`src/rtl/gta_pkg.sv`:
```
// Shared constants and the digit step of the GF(2^128) multiplier for the GHASH tag engine.
// No dependencies; used by the top level and by its checker.
`timescale 1ns / 1ps
package gta_pkg;

    localparam int BLOCK_W           = 128;
    localparam int HALF_W            = 64;
    localparam int COUNT_W           = 5;
    localparam int TOTAL_W           = 61;
    localparam int DIGIT_W           = 8;
    localparam int MUL_STEPS         = BLOCK_W / DIGIT_W;
    localparam int STEP_W            = $clog2(MUL_STEPS);
    localparam int TAG_BYTES_DEFAULT = 16;
    localparam int BLOCK_BYTES       = BLOCK_W / 8;
    localparam int S_TDATA_W         = 136;
    localparam int CFG_ADDR_W        = 2;

    localparam logic [7:0] GF_REDUCE_TOP = 8'he1;

    localparam logic [CFG_ADDR_W-1:0] REG_HASH_KEY_HI = 2'd0;
    localparam logic [CFG_ADDR_W-1:0] REG_HASH_KEY_LO = 2'd1;
    localparam logic [CFG_ADDR_W-1:0] REG_TAG_MASK_HI = 2'd2;
    localparam logic [CFG_ADDR_W-1:0] REG_TAG_MASK_LO = 2'd3;

    typedef logic [BLOCK_W-1:0] block_t;

    typedef struct packed {
        block_t z;
        block_t v;
    } mul_acc_t;

    // One digit of the reflected GF(2^128) multiply, leading operand bit first.
    function automatic mul_acc_t gf_mul_digit(mul_acc_t cur, logic [DIGIT_W-1:0] digit);
        mul_acc_t r;
        logic     lsb;
        r = cur;
        for (int k = 0; k < DIGIT_W; k++) begin
            if (digit[DIGIT_W-1-k]) begin
                r.z = r.z ^ r.v;
            end
            lsb = r.v[0];
            r.v = r.v >> 1;
            if (lsb) begin
                r.v[BLOCK_W-1 -: 8] = r.v[BLOCK_W-1 -: 8] ^ GF_REDUCE_TOP;
            end
        end
        return r;
    endfunction

endpackage

```
`src/rtl/ghash_tag_accumulator_top.sv`:
```
// GHASH tag engine: zero-pads and absorbs blocks, multiplies by H and emits the masked tag.
// Depends on gta_pkg for constants and the multiplier digit step.
// Each block with a non-zero count occupies the digit-serial multiplier while s_tready stays low.
// A closing item also runs the length block through the multiplier, then loads the tag when the output is free.
// A new block is not accepted until the multiplier, and any closing length block and tag load, is finished.
// Synchronous active-low reset clears the accumulator, byte totals, registers and handshakes.
`timescale 1ns / 1ps
module ghash_tag_accumulator_top
    import gta_pkg::*;
#(
    parameter int TAG_BYTES = TAG_BYTES_DEFAULT
) (
    input  logic                  aclk,
    input  logic                  aresetn,
    input  logic                  cfg_wr_en,
    input  logic [CFG_ADDR_W-1:0] cfg_addr,
    input  logic [HALF_W-1:0]     cfg_wdata,
    input  logic                  s_tvalid,
    output logic                  s_tready,
    // From bit 0: data_hi[63:0], data_lo[63:0], byte_count[4:0], zero fill.
    input  logic [S_TDATA_W-1:0]  s_tdata,
    // Bit 0: mode.
    input  logic                  s_tuser,
    input  logic                  s_tlast,
    output logic                  m_tvalid,
    input  logic                  m_tready,
    // From bit 0: tag_hi[63:0], tag_lo[63:0].
    output logic [BLOCK_W-1:0]    m_tdata
);

    localparam logic [1:0] ST_IDLE = 2'd0;
    localparam logic [1:0] ST_MUL  = 2'd1;
    localparam logic [1:0] ST_FIN  = 2'd2;

    localparam block_t TAG_MASK = ~({BLOCK_W{1'b1}} >> (8 * TAG_BYTES));

    logic [1:0]         state_reg;
    logic [STEP_W-1:0]  step_reg;
    logic               len_phase_reg;
    logic               last_pend_reg;
    block_t             acc_reg;
    block_t             x_reg;
    block_t             z_reg;
    block_t             v_reg;
    logic [TOTAL_W-1:0] aad_total_reg;
    logic [TOTAL_W-1:0] text_total_reg;
    logic [HALF_W-1:0]  key_hi_reg;
    logic [HALF_W-1:0]  key_lo_reg;
    logic [HALF_W-1:0]  mask_hi_reg;
    logic [HALF_W-1:0]  mask_lo_reg;
    logic               m_tvalid_reg;
    block_t             m_tdata_reg;

    mul_acc_t           mul_next;
    block_t             z_next;
    block_t             v_next;
    block_t             data_in;
    block_t             data_masked;
    logic [COUNT_W-1:0] count_raw;
    logic [COUNT_W-1:0] count_sat;
    logic [7:0]         pad_shift;
    block_t             len_block;
    block_t             len_block_after;
    logic [TOTAL_W-1:0] aad_total_next;
    logic [TOTAL_W-1:0] text_total_next;
    logic               in_xfer;
    logic               step_done;
    logic               tag_load;

    assign in_xfer   = s_tvalid && s_tready;
    assign s_tready  = (state_reg == ST_IDLE);
    assign m_tvalid  = m_tvalid_reg;
    assign m_tdata   = {m_tdata_reg[HALF_W-1:0], m_tdata_reg[BLOCK_W-1:HALF_W]};
    assign step_done = (step_reg == STEP_W'(MUL_STEPS - 1));
    assign tag_load  = (state_reg == ST_FIN) && (!m_tvalid_reg || m_tready);

    assign data_in   = {s_tdata[HALF_W-1:0], s_tdata[HALF_W +: HALF_W]};
    assign count_raw = s_tdata[BLOCK_W +: COUNT_W];
    assign count_sat = (count_raw > COUNT_W'(BLOCK_BYTES)) ? COUNT_W'(BLOCK_BYTES) : count_raw;
    assign pad_shift = {count_sat, 3'b000};
    assign data_masked = data_in & ~({BLOCK_W{1'b1}} >> pad_shift);

    assign len_block = {aad_total_reg, 3'b000, text_total_reg, 3'b000};

    always_comb begin
        aad_total_next  = aad_total_reg;
        text_total_next = text_total_reg;
        if (s_tuser) begin
            text_total_next = text_total_reg + TOTAL_W'(count_sat);
        end else begin
            aad_total_next = aad_total_reg + TOTAL_W'(count_sat);
        end
    end

    assign len_block_after = {aad_total_reg, 3'b000, text_total_reg, 3'b000};

    always_comb begin
        mul_next = gf_mul_digit('{z: z_reg, v: v_reg}, x_reg[BLOCK_W-1 -: DIGIT_W]);
        z_next   = mul_next.z;
        v_next   = mul_next.v;
    end

    always_ff @(posedge aclk) begin
        if (!aresetn) begin
            key_hi_reg  <= '0;
            key_lo_reg  <= '0;
            mask_hi_reg <= '0;
            mask_lo_reg <= '0;
        end else if (cfg_wr_en) begin
            unique case (cfg_addr)
                REG_HASH_KEY_HI: key_hi_reg  <= cfg_wdata;
                REG_HASH_KEY_LO: key_lo_reg  <= cfg_wdata;
                REG_TAG_MASK_HI: mask_hi_reg <= cfg_wdata;
                REG_TAG_MASK_LO: mask_lo_reg <= cfg_wdata;
                default: ;
            endcase
        end
    end

    always_ff @(posedge aclk) begin
        if (!aresetn) begin
            state_reg      <= ST_IDLE;
            step_reg       <= '0;
            len_phase_reg  <= 1'b0;
            last_pend_reg  <= 1'b0;
            acc_reg        <= '0;
            aad_total_reg  <= '0;
            text_total_reg <= '0;
            m_tvalid_reg   <= 1'b0;
        end else begin
            if (tag_load) begin
                m_tvalid_reg <= 1'b1;
            end else if (m_tvalid_reg && m_tready) begin
                m_tvalid_reg <= 1'b0;
            end
            unique case (state_reg)
                ST_IDLE: begin
                    if (in_xfer) begin
                        if (count_sat != '0) begin
                            x_reg          <= acc_reg ^ data_masked;
                            z_reg          <= '0;
                            v_reg          <= {key_hi_reg, key_lo_reg};
                            step_reg       <= '0;
                            len_phase_reg  <= 1'b0;
                            last_pend_reg  <= s_tlast;
                            aad_total_reg  <= aad_total_next;
                            text_total_reg <= text_total_next;
                            state_reg      <= ST_MUL;
                        end else if (s_tlast) begin
                            x_reg         <= acc_reg ^ len_block;
                            z_reg         <= '0;
                            v_reg         <= {key_hi_reg, key_lo_reg};
                            step_reg      <= '0;
                            len_phase_reg <= 1'b1;
                            last_pend_reg <= 1'b0;
                            state_reg     <= ST_MUL;
                        end
                    end
                end
                ST_MUL: begin
                    if (!step_done) begin
                        z_reg    <= z_next;
                        v_reg    <= v_next;
                        x_reg    <= x_reg << DIGIT_W;
                        step_reg <= step_reg + STEP_W'(1);
                    end else begin
                        acc_reg <= z_next;
                        if (len_phase_reg) begin
                            state_reg <= ST_FIN;
                        end else if (last_pend_reg) begin
                            x_reg         <= z_next ^ len_block_after;
                            z_reg         <= '0;
                            v_reg         <= {key_hi_reg, key_lo_reg};
                            step_reg      <= '0;
                            len_phase_reg <= 1'b1;
                            last_pend_reg <= 1'b0;
                        end else begin
                            state_reg <= ST_IDLE;
                        end
                    end
                end
                ST_FIN: begin
                    if (tag_load) begin
                        m_tdata_reg    <= (acc_reg ^ {mask_hi_reg, mask_lo_reg}) & TAG_MASK;
                        acc_reg        <= '0;
                        aad_total_reg  <= '0;
                        text_total_reg <= '0;
                        state_reg      <= ST_IDLE;
                    end
                end
                default: begin
                    state_reg <= ST_IDLE;
                end
            endcase
        end
    end

endmodule

```
`config.mk`:
```
export PLATFORM = sky130hd
export DESIGN_NAME = ghash_tag_accumulator_top
export DESIGN_NICKNAME = d
export VERILOG_FILES = /design/src/rtl/gta_pkg.sv /design/src/rtl/ghash_tag_accumulator_top.sv
export SDC_FILE = /design/constraint.sdc
export NUM_CORES = 2
export LEC_CHECK = 0
export ABC_CLOCK_PERIOD_IN_PS = 18400
export BUFFER_PORTS_ARGS = -buffer_cell sky130_fd_sc_hd__buf_2
export CORE_ASPECT_RATIO = 1.1
export CORE_MARGIN = 2
export CORE_UTILIZATION = 32
export DETAILED_ROUTE_END_ITERATION = 10
export GPL_ROUTABILITY_DRIVEN = 1
export GPL_TIMING_DRIVEN = 0
export PLACE_DENSITY = 0.45
export RECOVER_POWER = 100
export REMOVE_ABC_BUFFERS = 1
export SKIP_CTS_REPAIR_TIMING = 1
export SLEW_MARGIN = 0
export SYNTH_ARGS = -nofsm -noshare
export SYNTH_HDL_FRONTEND = slang
export SYNTH_SLANG_ARGS = --single-unit
```
`constraint.sdc`:
```
create_clock -name aclk -period 18.4 [get_ports aclk]
set_input_delay 5.52 -clock aclk [delete_from_list [all_inputs] [get_ports aclk]]
set_output_delay 5.52 -clock aclk [all_outputs]
set_load 0.1 [all_outputs]
```
# Yosys cells after proc, flatten, opt, wreduce, memory -nomap -nowiden
# Cells that the tools add are included.
# classes
shift,1
eq_ne,17
bitwise,22
mul,0
n_reduce_logical,25
add_sub_neg,3
n_mux,80
order_cmp,1
div_mod_pow,0
# ops
cell,n
128-bit 2-to-1 mux,28
128-bit bitwise XOR,12
128-bit case mux with 2 select lines,4
61-bit 2-to-1 mux,7
61-bit case mux with 2 select lines,2
128-bit AND,1
128-bit NOT,1
"128-bit by 8-bit right shift with 128-bit output, first input constant",1
61-bit by 5-bit adder with 61-bit output,2
8-bit 2-to-1 mux,8
3-bit NOT with 4-bit output,8
5-bit AND reduction,5
4-bit 2-to-1 mux,6
2-bit 2-to-1 mux,7
1-bit 2-to-1 mux,13
"3-bit != test, second input constant",3
"2-bit != test, second input constant",4
4-bit case mux with 2 select lines,1
2-bit AND reduction,4
2-bit nonzero test,4
"2-bit equality test, second input constant",3
"2-bit by 1-bit != test with 1-bit output, second input constant",3
2-bit case mux with 3 select lines,1
3-bit AND reduction,2
other kinds (14),19
# totals
ram_bits,0
ff_bits,1027
input_bits,209
mem_bits_ro,0
out_inout_bits,130
latch_bits,0
elab_cells,165
n_memories,0

# Depth between registers and ports, before layout
# logic_depth
word_depth,21
ltp_mapped,14
mapped_depth_nobuf,11

# Worst setup path after synthesis
# No wires, ideal clock.
# synth_timing
kind,in2reg
startpoint,input s_tdata[128]
endpoint,"register v_reg[0], enable pin"
setup_slack_ns,2.319
required_ns,17.605
path_buffers,1
setup_time_ns,0.795
stages,5
arrival_time_ns,15.286
cell_sequence,clkbuf_1 -> or3_1 -> o21ai_0 -> a221oi_1 -> and2_1
# synth_between
elab_chain_len,5
# synth_rtl
element,line_no,rtl
start: declaration,ghash_tag_accumulator_top.sv:21,"input logic [S_TDATA_W-1:0] s_tdata,"
5-bit > comparator,ghash_tag_accumulator_top.sv:79,assign count_sat = (count_raw > COUNT_W'(BLOCK_BYTES)) ? COUNT_W'(BLOCK_BYTES) : count_raw;
5-bit 2-to-1 mux *,ghash_tag_accumulator_top.sv:79,
5-bit nonzero test *,ghash_tag_accumulator_top.sv:139,if (count_sat != '0) begin
3-bit by 1-bit != test with 1-bit output (no source line) *,--,
6-bit AND reduction (no source line) *,--,
end signal: assignment,ghash_tag_accumulator_top.sv:142,"v_reg <= {key_hi_reg, key_lo_reg};"
end signal: assignment,ghash_tag_accumulator_top.sv:152,"v_reg <= {key_hi_reg, key_lo_reg};"
end signal: assignment,ghash_tag_accumulator_top.sv:163,v_reg <= v_next;
end: declaration,ghash_tag_accumulator_top.sv:44,block_t v_reg;
# Every way passes the cells marked *; elsewhere a longest branch is shown, timed or not.
# A chain may end at the register's enable or synchronous reset.

# Worst setup path in the final report
# layout_timing
startpoint,input s_tdata[132]
endpoint,"register v_reg[47], enable pin"
# The elaborated chain is that of the path after synthesis.

==> results.md <==
- The clock passes through at most 3 buffers.
- For the worst-skew pair, the clock arrives at the later sink with an insertion delay of 780 ps.
- The count of TritonRoute iterations in the first routing pass is 5.
- The number of synthesis warnings is 0.
- The worst min-delay path class is flop to flop.
- The post-route netlist has 7.39% of its cells at a drive strength greater than 1.
- The final standard cell count with taps included and fillers excluded is 9235.
- The cell at the root of the clock tree is sky130_fd_sc_hd__clkbuf_16.
- The number of hold violations in the final report is 0.
- STA classifies the critical path endpoint as a flop.
- The post-synthesis cell type count is 67.
- Max-cap violations in this run came to 31.
- The async set-or-reset flop fraction in the synthesized netlist is 0%.
- During placement, the flow inserted port buffers numbering 335.
- The final hold slack is 454 ps.
- After routing the design area is 0.0668 sq mm.
- The via count of the first global-routing pass came to 44600.
- Setup repair after global routing left no endpoint under its margin.
- After clock tree synthesis, the clock-pin slew on the worst setup and hold paths is 60 ps.
- The worst setup path is launched from an input pin.
- The total clock sinks is 1027.
- Derived from the worst setup path, the maximum achievable clock frequency is 0.0718 GHz.
- In this run the standard cell core region covers 0.179 sq mm.
- The via count is 46800.
- Headroom to the max-slew limit came out at -353%.
- The placed instances occupy a cell area of 0.0637 sq mm.
- The synthesized design contains 1027 register bits.
- Setup violations remaining at the end of the flow were counted as 0.
- The area of the die is 0.184 sq mm.
- The post-synthesis instance area is 0.0577 sq mm.
- The pre-CTS worst setup slack is 7260 ps.
- IR analysis of the VDD net gives a maximum drop of 0.0897 mV.
- Summed over all cells, the static leakage comes to 24.6 nW.
- Across every metal layer, demand over resource in global routing totals 23.1%.
- The start point of the critical path is s_tdata[132].
- In the layout the commonest cells are 1958 x sky130_fd_sc_hd__nand2_1, 1015 x sky130_fd_sc_hd__xnor2_1, 515 x sky130_fd_sc_hd__dfxtp_1.
- The capture point of the worst reg-to-reg path is v_reg[47]$_DFFE_PP_.
- The leading register cell type out of synthesis is sky130_fd_sc_hd__dfxtp_1.
- Compared with the post-synthesis result, the final layout area differs by 15.6%.
- The portion of total power attributed to the clock network is 36.6%.
- The fraction of power consumed by sequential logic is 40.4%.
- The number of antenna violations at the first check in global routing is 20.
- The worst setup margin is 4480 ps.
- In the routed design, unresolved DRC markers number 0.
- The fill cell total of the finished layout is 18300.
- TritonCTS built the clock tree.
- The die boundary height is 450 microns.
- The max-slew violation count is 1130.
- The portion of total power attributed to combinational logic is 23.0%.
- The reported net switching power is 2.06 mW.
- The critical path ends at v_reg[47]$_DFFE_PP_.
- The number of cells in the design after placement is 9008.
- The synthesized instance count is 6678.
- The flow ran to the end, but the final reports show violations.
- Data on the critical path is required at its endpoint by 18810 ps.
- The final weighted congestion in routability-driven placement is 0.819.
- The worst register-to-register path begins at state_reg[1]$_SDFFE_PN0P_.
- The H-tree was split into 3 levels.
- The final sum of negative setup slack is 0 ps.
- The wire-length estimate of the detail-placed layout is 156000 microns.
- The worst reg-to-reg setup slack is 7170 ps.
- At the pin with the least slew margin, the transition time is 6790 ps.
- The total congestion overflow after global routing is 0.
- The largest net degree at the start of global routing is 115.
- The internal power is 4.53 mW.
- The detailed-route wire length is 218000 microns.
- Data on the critical path arrives at its endpoint at 14340 ps.
- The largest clock skew in the final design is 54.0 ps.
- The minimum clock period is 13920 ps.
- Power spread over the standard cell area amounts to 98.7 mW/mm^2.
- The via-per-instance ratio is 5.07.
- The initial cell density of the core is 32.2%.
- The library cell used most frequently in the layout, excluding fill and tap cells, is sky130_fd_sc_hd__nand2_1.
- The average footprint of a synthesized cell is 8.65 sq um.
- Sequential cells were found to cover 44.5% of the synthesized design area.
- The row count is 163.
- The class of the most critical setup path is input pin to flop.
- The total number of nets in the final design is 6955.
- 339 I/O pins were placed.
- The checks that failed: max-capacitance violations, max-slew violations.
- The remaining antenna violation count after routing is 0.
- The path depth of the worst reg2reg path is 7.
- The worst path uses 75.7% of the clock period.
- Of the total power, the share spent switching nets is 31.3%.
- The average routed wire per standard cell is 23.6 microns.
- From left edge to right edge, the die measures 409 microns.
- The number of buffers created by CTS is 115.
- The global-route wire length before repair is 316000 microns.
- In this run, synthesis inferred 512 flip-flops with an integrated enable.
- After the first detailed-routing iteration, the DRC count stood at 4349.
- The maximum fanout along the worst path is 45.
## area by class of cell
cell class | count | area (sq um) | share of cell area, %
clock buffers | 157 | 3230 | 4.84
repair buffers | 472 | 4080 | 6.11
clock inverters | 62 | 634 | 0.950
well taps | 2392 | 2990 | 4.48
inverters | 28 | 106 | 0.159
diodes | 8 | 20.0 | 0.0300
multi-input cells | 5089 | 30000 | 45.0
flip-flops and latches | 1027 | 25700 | 38.5
## power by group through the flow
stage          Combinational [mW]  Sequential (mW)  Clock, mW
2_1_floorplan                1.04             2.70          0
3_3_place_gp                 1.44             2.81          0
3_5_place_dp                 1.53             2.71          0
4_1_cts                      1.54             2.66       2.46
5_1_grt                      1.65             2.67       2.54
6_report                     1.52             2.66       2.41
## synthesized netlist by cell type, types with 10 or more instances
master	n	area share [%]
sky130_fd_sc_hd__dfxtp_1	515	18
sky130_fd_sc_hd__or3_1	16	0.17
sky130_fd_sc_hd__mux2i_1	11	0.19
sky130_fd_sc_hd__clkbuf_1	420	2.7
sky130_fd_sc_hd__xnor2_1	1015	15
sky130_fd_sc_hd__and3_1	23	0.25
sky130_fd_sc_hd__and2_1	21	0.23
sky130_fd_sc_hd__xor2_1	483	7.3
sky130_fd_sc_hd__inv_1	27	0.18
sky130_fd_sc_hd__edfxtp_1	512	27
sky130_fd_sc_hd__o21a_1	114	1.5
sky130_fd_sc_hd__nor2_1	375	2.4
sky130_fd_sc_hd__buf_1	108	0.70
sky130_fd_sc_hd__xnor3_1	12	0.47
sky130_fd_sc_hd__nand3_1	166	1.4
sky130_fd_sc_hd__nor2b_1	10	0.11
sky130_fd_sc_hd__nor3_1	20	0.17
sky130_fd_sc_hd__a21oi_1	302	2.6
sky130_fd_sc_hd__a22oi_1	237	3.1
sky130_fd_sc_hd__ha_1	11	0.24
sky130_fd_sc_hd__nand2_1	1958	13
sky130_fd_sc_hd__nand2b_1	11	0.12
sky130_fd_sc_hd__nand4_1	53	0.57
sky130_fd_sc_hd__o21ai_0	147	1.3
## worst min path at each step
stage          slack (ps)  depth (start not counted)                        start                          end
6_report              450                          2  key_lo_reg[23]$_SDFFE_PN0P_  key_lo_reg[23]$_SDFFE_PN0P_
5_1_grt               470                          2  key_hi_reg[23]$_SDFFE_PN0P_  key_hi_reg[23]$_SDFFE_PN0P_
4_1_cts               450                          2  key_hi_reg[19]$_SDFFE_PN0P_  key_hi_reg[19]$_SDFFE_PN0P_
3_5_place_dp          450                          2  key_hi_reg[15]$_SDFFE_PN0P_  key_hi_reg[15]$_SDFFE_PN0P_
3_3_place_gp          440                          2  key_hi_reg[13]$_SDFFE_PN0P_  key_hi_reg[13]$_SDFFE_PN0P_
2_1_floorplan         430                          1     step_reg[3]$_SDFFE_PN0P_     step_reg[3]$_SDFFE_PN0P_
## cells by family after synthesis
family / after synthesis / synth area share, %
flops: 1027 / 44.5
mux: 12 / 0.210
buf+inv: 562 / 3.67
xor+xnor: 1512 / 23.3
simple gates: 2692 / 18.8
fa+ha+maj: 13 / 0.308
compound gates: 860 / 9.31
## critical path: stages
cell and delay (ps):
sky130_fd_sc_hd__clkbuf_1 1190, sky130_fd_sc_hd__or3_1 1070, sky130_fd_sc_hd__or3_1 930, sky130_fd_sc_hd__o21ai_0 270, sky130_fd_sc_hd__a221oi_1 930, sky130_fd_sc_hd__and2_0 1990
sky130_fd_sc_hd__clkbuf_1 1960, sky130_fd_sc_hd__buf_16 320
## metal layers
metal  wire [microns]  track usage (%)  vias to the layer above
met5               41                0                        -
met3            12300             2.64                      312
met4             9060             9.13                        6
met2           102000             38.0                     1475
li1                 -                -                    21900
met1            94300             30.8                    23100
## through the flow
step | util (%) | power, mW
finish | 37.2 | 6.59
global route | 37.2 | 6.86
CTS | 37.7 | 6.66
detailed placement | 35.6 | 4.24
global placement | 33.7 | 4.26
floorplan | - | 3.74
Note: power is estimated with default switching activity, not from simulation.
